`config.mk`:
```
export PLATFORM = sky130hd
export DESIGN_NAME = multi_sensor_pulse_width_window_unit
export DESIGN_NICKNAME = d
export VERILOG_FILES = /design/src/hdl/mspw_pkg.sv /design/src/hdl/mspw_ctrl.sv /design/src/hdl/mspw_datapath.sv /design/src/hdl/multi_sensor_pulse_width_window_unit.sv
export SDC_FILE = /design/constraint.sdc
export NUM_CORES = 1
export LEC_CHECK = 0
export CAP_MARGIN = 30
export CORE_MARGIN = 5
export CORE_UTILIZATION = 50
export CTS_BUF_LIST = sky130_fd_sc_hd__clkbuf_16
export DETAILED_ROUTE_END_ITERATION = 8
export DONT_BUFFER_PORTS = 1
export MAX_ROUTING_LAYER = met4
export PLACE_DENSITY_LB_ADDON = 0.1
export RECOVER_POWER = 25
export SLEW_MARGIN = 20
export SYNTH_ARGS = -nofsm -noshare
export SYNTH_HDL_FRONTEND = slang
export SYNTH_SLANG_ARGS = --single-unit
```
`constraint.sdc`:
```
create_clock -name clk_i -period 6.5 [get_ports clk_i]
set_input_delay 0 -clock clk_i [delete_from_list [all_inputs] [get_ports clk_i]]
set_output_delay 0 -clock clk_i [all_outputs]
set_load 0.02 [all_outputs]
```
`src/hdl/mspw_pkg.sv`:
```
// shared types and constants for the multi-sensor pulse width window unit
// no dependencies
package mspw_pkg;

  localparam int unsigned LEVEL_W     = 12;
  localparam int unsigned WINDOW_W    = 16;
  localparam int unsigned INC_W       = 8;
  localparam int unsigned OUT_IDX_W   = 4;
  localparam int unsigned OUT_WIDTH_W = 24;
  localparam int unsigned OUT_CNT_W   = 4;
  localparam int unsigned CFG_IDX_W   = 1;
  localparam int unsigned CFG_DATA_W  = 16;
  localparam int unsigned IN_TDATA_W  = 16;
  localparam int unsigned OUT_TDATA_W = 64;

  localparam logic [CFG_IDX_W-1:0] CFG_WINDOW_SAMPLES  = 1'd0;
  localparam logic [CFG_IDX_W-1:0] CFG_WIDTH_INCREMENT = 1'd1;

  localparam logic [WINDOW_W-1:0] WINDOW_RESET = 16'd1000;
  localparam logic [INC_W-1:0]    INC_RESET    = 8'd1;

  typedef struct packed {
    logic accum;
    logic scan_step;
    logic out_step;
  } cmd_t;

  typedef struct packed {
    logic close;
    logic ptr_last;
  } status_t;

endpackage

```
`src/hdl/mspw_ctrl.sv`:
```
// control state machine: sampling, strongest-sensor scan, result readout
// depends on mspw_pkg
module mspw_ctrl (
  input  logic              clk_i,
  input  logic              rst_ni,
  input  logic              in_valid_i,
  output logic              in_ready_o,
  output logic              out_valid_o,
  input  logic              out_ready_i,
  input  mspw_pkg::status_t status_i,
  output mspw_pkg::cmd_t    cmd_o
);

  localparam logic [1:0] ST_ACCUM = 2'd0;
  localparam logic [1:0] ST_SCAN  = 2'd1;
  localparam logic [1:0] ST_READ  = 2'd2;

  logic [1:0] state_q, state_d;

  always_ff @(posedge clk_i or negedge rst_ni) begin
    if (!rst_ni) begin
      state_q <= ST_ACCUM;
    end else begin
      state_q <= state_d;
    end
  end

  always_comb begin
    state_d         = state_q;
    in_ready_o      = 1'b0;
    out_valid_o     = 1'b0;
    cmd_o           = '0;
    unique case (state_q)
      ST_ACCUM: begin
        in_ready_o  = 1'b1;
        cmd_o.accum = in_valid_i;
        if (in_valid_i && status_i.close) begin
          state_d = ST_SCAN;
        end
      end
      ST_SCAN: begin
        cmd_o.scan_step = 1'b1;
        if (status_i.ptr_last) begin
          state_d = ST_READ;
        end
      end
      ST_READ: begin
        out_valid_o    = 1'b1;
        cmd_o.out_step = out_ready_i;
        if (out_ready_i && status_i.ptr_last) begin
          state_d = ST_ACCUM;
        end
      end
      default: begin
        state_d = ST_ACCUM;
      end
    endcase
  end

endmodule

```
`src/hdl/mspw_datapath.sv`:
```
// datapath: config registers, saturating width accumulators, sample counter,
// sequential active/strongest scan and readout pointer; depends on mspw_pkg
module mspw_datapath #(
  parameter int unsigned SENSOR_COUNT = 12,
  parameter int unsigned WIDTH_BITS   = 24
) (
  input  logic                                   clk_i,
  input  logic                                   rst_ni,
  input  logic                                   cfg_we_i,
  input  logic [mspw_pkg::CFG_IDX_W-1:0]         cfg_index_i,
  input  logic [mspw_pkg::CFG_DATA_W-1:0]        cfg_data_i,
  input  logic [mspw_pkg::LEVEL_W-1:0]           sensor_levels_i,
  input  mspw_pkg::cmd_t                         cmd_i,
  output mspw_pkg::status_t                      status_o,
  output logic [mspw_pkg::OUT_IDX_W-1:0]         sensor_index_o,
  output logic [mspw_pkg::OUT_WIDTH_W-1:0]       pulse_width_o,
  output logic [mspw_pkg::OUT_CNT_W-1:0]         active_count_o,
  output logic [mspw_pkg::OUT_WIDTH_W-1:0]       strongest_width_o,
  output logic [mspw_pkg::OUT_IDX_W-1:0]         strongest_index_o,
  output logic                                   last_result_o
);

  localparam int unsigned IDX_W = (SENSOR_COUNT > 1) ? $clog2(SENSOR_COUNT) : 1;
  localparam int unsigned ACT_W = $clog2(SENSOR_COUNT + 1);
  localparam logic [IDX_W-1:0] PTR_LAST = IDX_W'(SENSOR_COUNT - 1);

  logic [mspw_pkg::WINDOW_W-1:0] window_q;
  logic [mspw_pkg::INC_W-1:0]    inc_q;
  logic [mspw_pkg::WINDOW_W-1:0] count_q, count_inc, limit;
  logic [WIDTH_BITS-1:0]         acc_q [SENSOR_COUNT];
  logic [WIDTH_BITS-1:0]         acc_d [SENSOR_COUNT];
  logic [IDX_W-1:0]              ptr_q;
  logic [ACT_W-1:0]              active_q;
  logic [WIDTH_BITS-1:0]         best_q;
  logic [IDX_W-1:0]              best_idx_q;
  logic [WIDTH_BITS-1:0]         cur;
  logic                          ptr_last;

  logic [mspw_pkg::OUT_IDX_W+IDX_W-1:0]             ptr_ext, best_idx_ext;
  logic [mspw_pkg::OUT_WIDTH_W+WIDTH_BITS-1:0]      cur_ext, best_ext;
  logic [mspw_pkg::OUT_CNT_W+ACT_W-1:0]             active_ext;

  // config registers
  always_ff @(posedge clk_i or negedge rst_ni) begin
    if (!rst_ni) begin
      window_q <= mspw_pkg::WINDOW_RESET;
      inc_q    <= mspw_pkg::INC_RESET;
    end else if (cfg_we_i) begin
      unique case (cfg_index_i)
        mspw_pkg::CFG_WINDOW_SAMPLES:  window_q <= cfg_data_i;
        mspw_pkg::CFG_WIDTH_INCREMENT: inc_q    <= cfg_data_i[mspw_pkg::INC_W-1:0];
        default: ;
      endcase
    end
  end

  // window close detection
  assign count_inc = count_q + mspw_pkg::WINDOW_W'(1);
  assign limit     = (window_q == '0) ? mspw_pkg::WINDOW_W'(1) : window_q;
  assign ptr_last  = (ptr_q == PTR_LAST);
  assign status_o.close    = (count_inc >= limit) || (count_inc == '0);
  assign status_o.ptr_last = ptr_last;

  always_ff @(posedge clk_i or negedge rst_ni) begin
    if (!rst_ni) begin
      count_q <= '0;
    end else if (cmd_i.accum) begin
      count_q <= status_o.close ? '0 : count_inc;
    end
  end

  // per-sensor saturating accumulation
  for (genvar g = 0; g < SENSOR_COUNT; g++) begin : g_lane
    logic [WIDTH_BITS:0] sum;
    logic                low;
    assign sum = {1'b0, acc_q[g]} + (WIDTH_BITS + 1)'(inc_q);
    if (g < mspw_pkg::LEVEL_W) begin : g_pin
      assign low = ~sensor_levels_i[g];
    end else begin : g_nopin
      assign low = 1'b0;
    end
    always_comb begin
      acc_d[g] = acc_q[g];
      if (cmd_i.out_step && ptr_last) begin
        acc_d[g] = '0;
      end else if (cmd_i.accum && low) begin
        acc_d[g] = sum[WIDTH_BITS] ? '1 : sum[WIDTH_BITS-1:0];
      end
    end
    always_ff @(posedge clk_i or negedge rst_ni) begin
      if (!rst_ni) begin
        acc_q[g] <= '0;
      end else begin
        acc_q[g] <= acc_d[g];
      end
    end
  end

  // scan and readout pointer
  assign cur = acc_q[ptr_q];

  always_ff @(posedge clk_i or negedge rst_ni) begin
    if (!rst_ni) begin
      ptr_q <= '0;
    end else if (cmd_i.scan_step || cmd_i.out_step) begin
      ptr_q <= ptr_last ? '0 : ptr_q + IDX_W'(1);
    end
  end

  always_ff @(posedge clk_i) begin
    if (cmd_i.accum) begin
      active_q   <= '0;
      best_q     <= '0;
      best_idx_q <= '0;
    end else if (cmd_i.scan_step) begin
      if (cur != '0) begin
        active_q <= active_q + ACT_W'(1);
      end
      if (cur > best_q) begin
        best_q     <= cur;
        best_idx_q <= ptr_q;
      end
    end
  end

  // result fields, masked to port widths
  assign ptr_ext      = {{mspw_pkg::OUT_IDX_W{1'b0}}, ptr_q};
  assign best_idx_ext = {{mspw_pkg::OUT_IDX_W{1'b0}}, best_idx_q};
  assign cur_ext      = {{mspw_pkg::OUT_WIDTH_W{1'b0}}, cur};
  assign best_ext     = {{mspw_pkg::OUT_WIDTH_W{1'b0}}, best_q};
  assign active_ext   = {{mspw_pkg::OUT_CNT_W{1'b0}}, active_q};

  assign sensor_index_o    = ptr_ext[mspw_pkg::OUT_IDX_W-1:0];
  assign pulse_width_o     = cur_ext[mspw_pkg::OUT_WIDTH_W-1:0];
  assign active_count_o    = active_ext[mspw_pkg::OUT_CNT_W-1:0];
  assign strongest_width_o = best_ext[mspw_pkg::OUT_WIDTH_W-1:0];
  assign strongest_index_o = best_idx_ext[mspw_pkg::OUT_IDX_W-1:0];
  assign last_result_o     = ptr_last;

endmodule

```
`src/hdl/multi_sensor_pulse_width_window_unit.sv`:
```
// top level of the multi-sensor pulse width window unit
// depends on mspw_pkg, mspw_ctrl and mspw_datapath
//
// usage: one beat on the s_axis side is one sample of the active-low sensor
// pins (bit i = sensor i, low = receiving). while a window is open the block
// takes one sample per cycle; each low pin adds width_increment to that
// sensor's saturating width.
// the sample that completes window_samples closes the window. the block then
// stops taking samples, scans the accumulators one sensor per cycle for the
// active count and the strongest sensor, and then presents SENSOR_COUNT
// result beats on the m_axis side in index order, tlast on the final one.
// the first result is valid once the scan is done; one result per cycle
// while m_axis_tready is high.
// if the receiver stalls, the current beat holds and no sample is taken
// until the readout is done; the accumulators clear with the last beat.
// reset clears widths and sample count and loads window_samples = 1000 and
// width_increment = 1. config writes (cfg_we_i, cfg_index_i, cfg_data_i)
// take effect at once; index 0 is window_samples, index 1 width_increment.
module multi_sensor_pulse_width_window_unit #(
  parameter int unsigned SENSOR_COUNT = 12,
  parameter int unsigned WIDTH_BITS   = 24
) (
  input  logic                                 clk_i,
  input  logic                                 rst_ni,
  input  logic                                 cfg_we_i,
  input  logic [mspw_pkg::CFG_IDX_W-1:0]       cfg_index_i,
  input  logic [mspw_pkg::CFG_DATA_W-1:0]      cfg_data_i,
  input  logic                                 s_axis_tvalid,
  output logic                                 s_axis_tready,
  // sensor_levels[11:0], zero pad
  input  logic [mspw_pkg::IN_TDATA_W-1:0]      s_axis_tdata,
  output logic                                 m_axis_tvalid,
  input  logic                                 m_axis_tready,
  // sensor_index[3:0], pulse_width[27:4], active_count[31:28],
  // strongest_width[55:32], strongest_index[59:56], zero pad
  output logic [mspw_pkg::OUT_TDATA_W-1:0]     m_axis_tdata,
  output logic                                 m_axis_tlast
);

  mspw_pkg::cmd_t    cmd;
  mspw_pkg::status_t status;

  logic [mspw_pkg::OUT_IDX_W-1:0]   sensor_index;
  logic [mspw_pkg::OUT_WIDTH_W-1:0] pulse_width;
  logic [mspw_pkg::OUT_CNT_W-1:0]   active_count;
  logic [mspw_pkg::OUT_WIDTH_W-1:0] strongest_width;
  logic [mspw_pkg::OUT_IDX_W-1:0]   strongest_index;

  mspw_ctrl u_ctrl (
    .clk_i       (clk_i),
    .rst_ni      (rst_ni),
    .in_valid_i  (s_axis_tvalid),
    .in_ready_o  (s_axis_tready),
    .out_valid_o (m_axis_tvalid),
    .out_ready_i (m_axis_tready),
    .status_i    (status),
    .cmd_o       (cmd)
  );

  mspw_datapath #(
    .SENSOR_COUNT (SENSOR_COUNT),
    .WIDTH_BITS   (WIDTH_BITS)
  ) u_datapath (
    .clk_i             (clk_i),
    .rst_ni            (rst_ni),
    .cfg_we_i          (cfg_we_i),
    .cfg_index_i       (cfg_index_i),
    .cfg_data_i        (cfg_data_i),
    .sensor_levels_i   (s_axis_tdata[mspw_pkg::LEVEL_W-1:0]),
    .cmd_i             (cmd),
    .status_o          (status),
    .sensor_index_o    (sensor_index),
    .pulse_width_o     (pulse_width),
    .active_count_o    (active_count),
    .strongest_width_o (strongest_width),
    .strongest_index_o (strongest_index),
    .last_result_o     (m_axis_tlast)
  );

  assign m_axis_tdata = {4'd0, strongest_index, strongest_width, active_count,
                         pulse_width, sensor_index};

endmodule

```
==> results.json <==
{
  "path_class": "flip-flop to flip-flop",
  "arrival_ps": 5510,
  "grt.total_usage_pct": 30.2,
  "cts_tree": "done",
  "synth_top_area_share_pct": 33.1,
  "die_height_um": 232,
  "required_ps": 6990,
  "ys_async_sr_fraction_pct": 91.3,
  "grt_pass1_wl_um": 125000,
  "synthAdderAreaFrac_pct": 8.01,
  "rr_worst_depth": 11,
  "synth_mux_area_share_pct": 7.63,
  "final_nets": 2927,
  "rsz0062_at_grt": "false",
  "core_area_um2": 49000,
  "post_cts_buffers": 0,
  "p_sw_share_pct": 43.4,
  "netlist_top_cells_count": "327 x dfrtp_1, 258 x nand2_1, 230 x a21oi_1, 194 x o21ai_0, 160 x nor2_1",
  "port_buffers": 0,
  "synth_top_area_cell": "dfrtp_1",
  "critPathMaxFanout": 43,
  "crit_chain": "buf_12 > mux4_2 > nand2_1 > nand2_1 > ha_1 > nand4_1 > nor4_1 > nand2_1 > nand2_1 > o21ai_0 > a21oi_1",
  "path_clk_slew_ps": 60,
  "cpLargestDelayFamily": "simple AND/OR/NAND/NOR gates",
  "syn2layout_area_growth_pct": 10.8,
  "crit_cells": 11,
  "drc_errors": 0,
  "die_area_um2": 53900,
  "first_pass_iters": 6,
  "synth_edf_count": 0,
  "post-route-period-util_pct": 77.2,
  "htreeDepth": 2,
  "grt_max_degree": 335,
  "r2r-end": "u_datapath.strongest_width_o[10]$_SDFFE_PP0P_",
  "fill_cells": 4400,
  "vias": 22500,
  "viasPerCell": 6.54,
  "yosysWarnings": 0,
  "antenna_left": 0,
  "hold_buffers": 64,
  "ys_seq_area_share_pct": 36.5,
  "setup.worst_path.start": "u_datapath.sensor_index_o[0]$_DFFE_PN0P_",
  "wl_per_cell_um": 23.4,
  "final_hold_viol_count": 334,
  "yosys_most_used_dff": "dfrtp_1",
  "worstSetupEndpoint": "u_datapath.strongest_width_o[10]$_SDFFE_PP0P_",
  "finalCriticalPeriod_ps": 5020,
  "tightest_slew_ps": 999,
  "rows": 81,
  "critPathSlowestCell": "dfrtp_4",
  "post_synth_xor_area_fraction_pct": 2.87,
  "crit_path_frequent_cell": "nand2_1",
  "synthSimpleGateAreaFrac_pct": 18.9,
  "violations": "hold timing",
  "layout-drive-gt1-share_pct": 8.76,
  "grt_overflow": 0,
  "root_buffer": "clkbuf_16",
  "syn_area_per_cell_um2": 9.03,
  "reg2reg_from": "u_datapath.sensor_index_o[0]$_DFFE_PN0P_",
  "ir_drop_mv": 0.332,
  "p_seq_share_pct": 32.2,
  "use_met1_pct": 41.1,
  "cts-resized-gates": 0,
  "fin_hold_ws_ps": -875,
  "die_w_um": 232,
  "antenna_found_initial": 3,
  "busiest_layer": "met2",
  "netlist_instances": 2736,
  "met3_usage_pct": 4.61,
  "cts_buffers": 44,
  "drv_slew": 0,
  "utilization_pct": 55.9,
  "synth_cell_types": 80,
  "grt_use_met2_pct": 45.5,
  "power_mw": 11.1,
  "clockBufferDepth": 3,
  "slew_headroom_pct": 33.4,
  "fin_setup_tns_ps": 0,
  "synthTopCellsByArea": "dfrtp_1 33%, ha_1 7.0%, mux4_2 6.6%, a21oi_1 4.7%, o21ai_0 3.9%",
  "min_path_type": "input pin to asynchronous set/reset pin",
  "start_kind": "flip-flop",
  "io_pins": 105,
  "synthesis.area_um2": 24700,
  "initial_utilization_pct": 50.5,
  "end_kind": "flip-flop",
  "pwr-share-clk_pct": 22.7,
  "worst-path-buf-inv": 1,
  "combPwrFrac_pct": 45.0,
  "gp_congestion": 0.946,
  "synth_top_family_by_area": "compound AO/OA/AOI/OAI gates",
  "setup_violations": 0,
  "grt_pass1_vias": 21000,
  "fin_skew_ps": 28.4,
  "dp_hpwl_um": 56400,
  "ys_ff_latch": 366,
  "yosysMostFrequentCell": "dfrtp_1",
  "fmaxAchievable_mhz": 199,
  "status": "finished, violations left",
  "maxCapViolations": 0,
  "drtIter0Drc": 2544,
  "clock_sinks": 366,
  "power.internal_mw": 6.30,
  "power_switching_mw": 4.83,
  "p_leak_nw": 11.7,
  "max_stage_delay_ps": 1010,
  "worst-r2r-setup-slack_ps": 1480,
  "clkLatencyLatePin_ps": 600,
  "synth_compound_area_share_pct": 21.5,
  "routed_wl_um": 80700,
  "power.density_nw_per_um2": 407
}
## worst register-to-register path, delay by kind of cell, from the launching register on
family	cells	cell delay [ps]
DFF	1	1010
muxes	1	540
AOI/OAI and AO/OA	2	390
and+or+nand+nor	6	2220
adders and majority gates	1	440
buffers and inverters	1	340
## placed cells by master (no fill, tap or decap), types with 64 or more instances in the layout
cell | synthesis | routed
nor2_1 | 160 | 160
nand2_1 | 258 | 257
ha_1 | 139 | 139
a21oi_1 | 230 | 229
dlygate4sd3_1 | 0 | 64
nand3_1 | 150 | 149
o21ai_0 | 194 | 194
dfrtp_1 | 327 | 325
inv_1 | 132 | 144
nor3_1 | 106 | 106
mux4_2 | 72 | 72
a31oi_1 | 73 | 73
## registers in the layout (all words and copies together) (netlist names)
signal and cells:
u_datapath.acc_q 288, u_datapath.strongest_width_o 24, u_datapath.count_q 16, u_datapath.window_q 16
u_datapath.inc_q 8, u_datapath.active_count_o 4, u_datapath.sensor_index_o 4, u_datapath.strongest_index_o 4
u_ctrl.state_q 2
## through the flow
stage	setup slack, ps	hold slack [ps]	cell area [um^2]	instances
after floorplan	2350	-296	24700	2739
after global placement	1560	-269	25200	3285
after detailed placement	1400	-266	25200	3287
after CTS	1370	-887	27300	3432
after global routing	1210	-894	27400	3440
final	1480	-875	27400	3440
## layout make-up
type	count	area (um^2)	area share [%]
Clock buffer	45	1130	4.12
Clock inverter	36	314	1.15
Inverter	132	495	1.81
Sequential cell	366	9010	32.9
Antenna cell	3	7.51	0.0274
Tap cell	664	831	3.04
Timing Repair Buffer	99	950	3.47
Multi-Input combinational cell	2095	14600	53.4
## cells by family (layout without fill, tap and decap cells)
| group | count (synthesis) | after routing |
|---|---|---|
| AND/OR/NAND/NOR | 941 | 941 |
| AO/OA/AOI/OAI | 821 | 821 |
| flip-flops | 366 | 366 |
| buffers and inverters | 278 | 312 |
| adder cells (fa/ha/maj) | 151 | 151 |
| multiplexers | 97 | 97 |
| XOR/XNOR | 81 | 81 |
| other | 1 | 7 |
## power groups by stage
stage,logic (mW),registers [mW],clock network [mW]
2_1_floorplan,3.95,3.15,0
3_3_place_gp,4.69,3.58,0
3_5_place_dp,4.83,3.60,0
4_1_cts,4.91,3.57,2.57
5_1_grt,5.52,3.64,2.67
6_report,5.01,3.59,2.53
## layer usage
layer	part of all wire (%)	vias up
li1	-	10300
met1	42	11100
met2	46	960
met3	7.2	199
met4	4.7	0
met5	0	-
## worst min path at each step
| stage | end | cells after the start | slack, ps |
|---|---|---|---|
| 2_1_floorplan | u_ctrl.state_q[0]$_DFFE_PN0P_ | 0 | -300 |
| 3_5_place_dp | u_datapath.acc_q[260]$_DFFE_PN0P_ | 0 | -270 |
| 6_report | u_datapath.acc_q[258]$_DFFE_PN0P_ | 0 | -870 |
| 5_1_grt | u_datapath.acc_q[258]$_DFFE_PN0P_ | 0 | -890 |
| 4_1_cts | u_datapath.acc_q[210]$_DFFE_PN0P_ | 0 | -890 |
| 3_3_place_gp | u_datapath.acc_q[260]$_DFFE_PN0P_ | 0 | -270 |
Power figures use the tool's default switching activity.
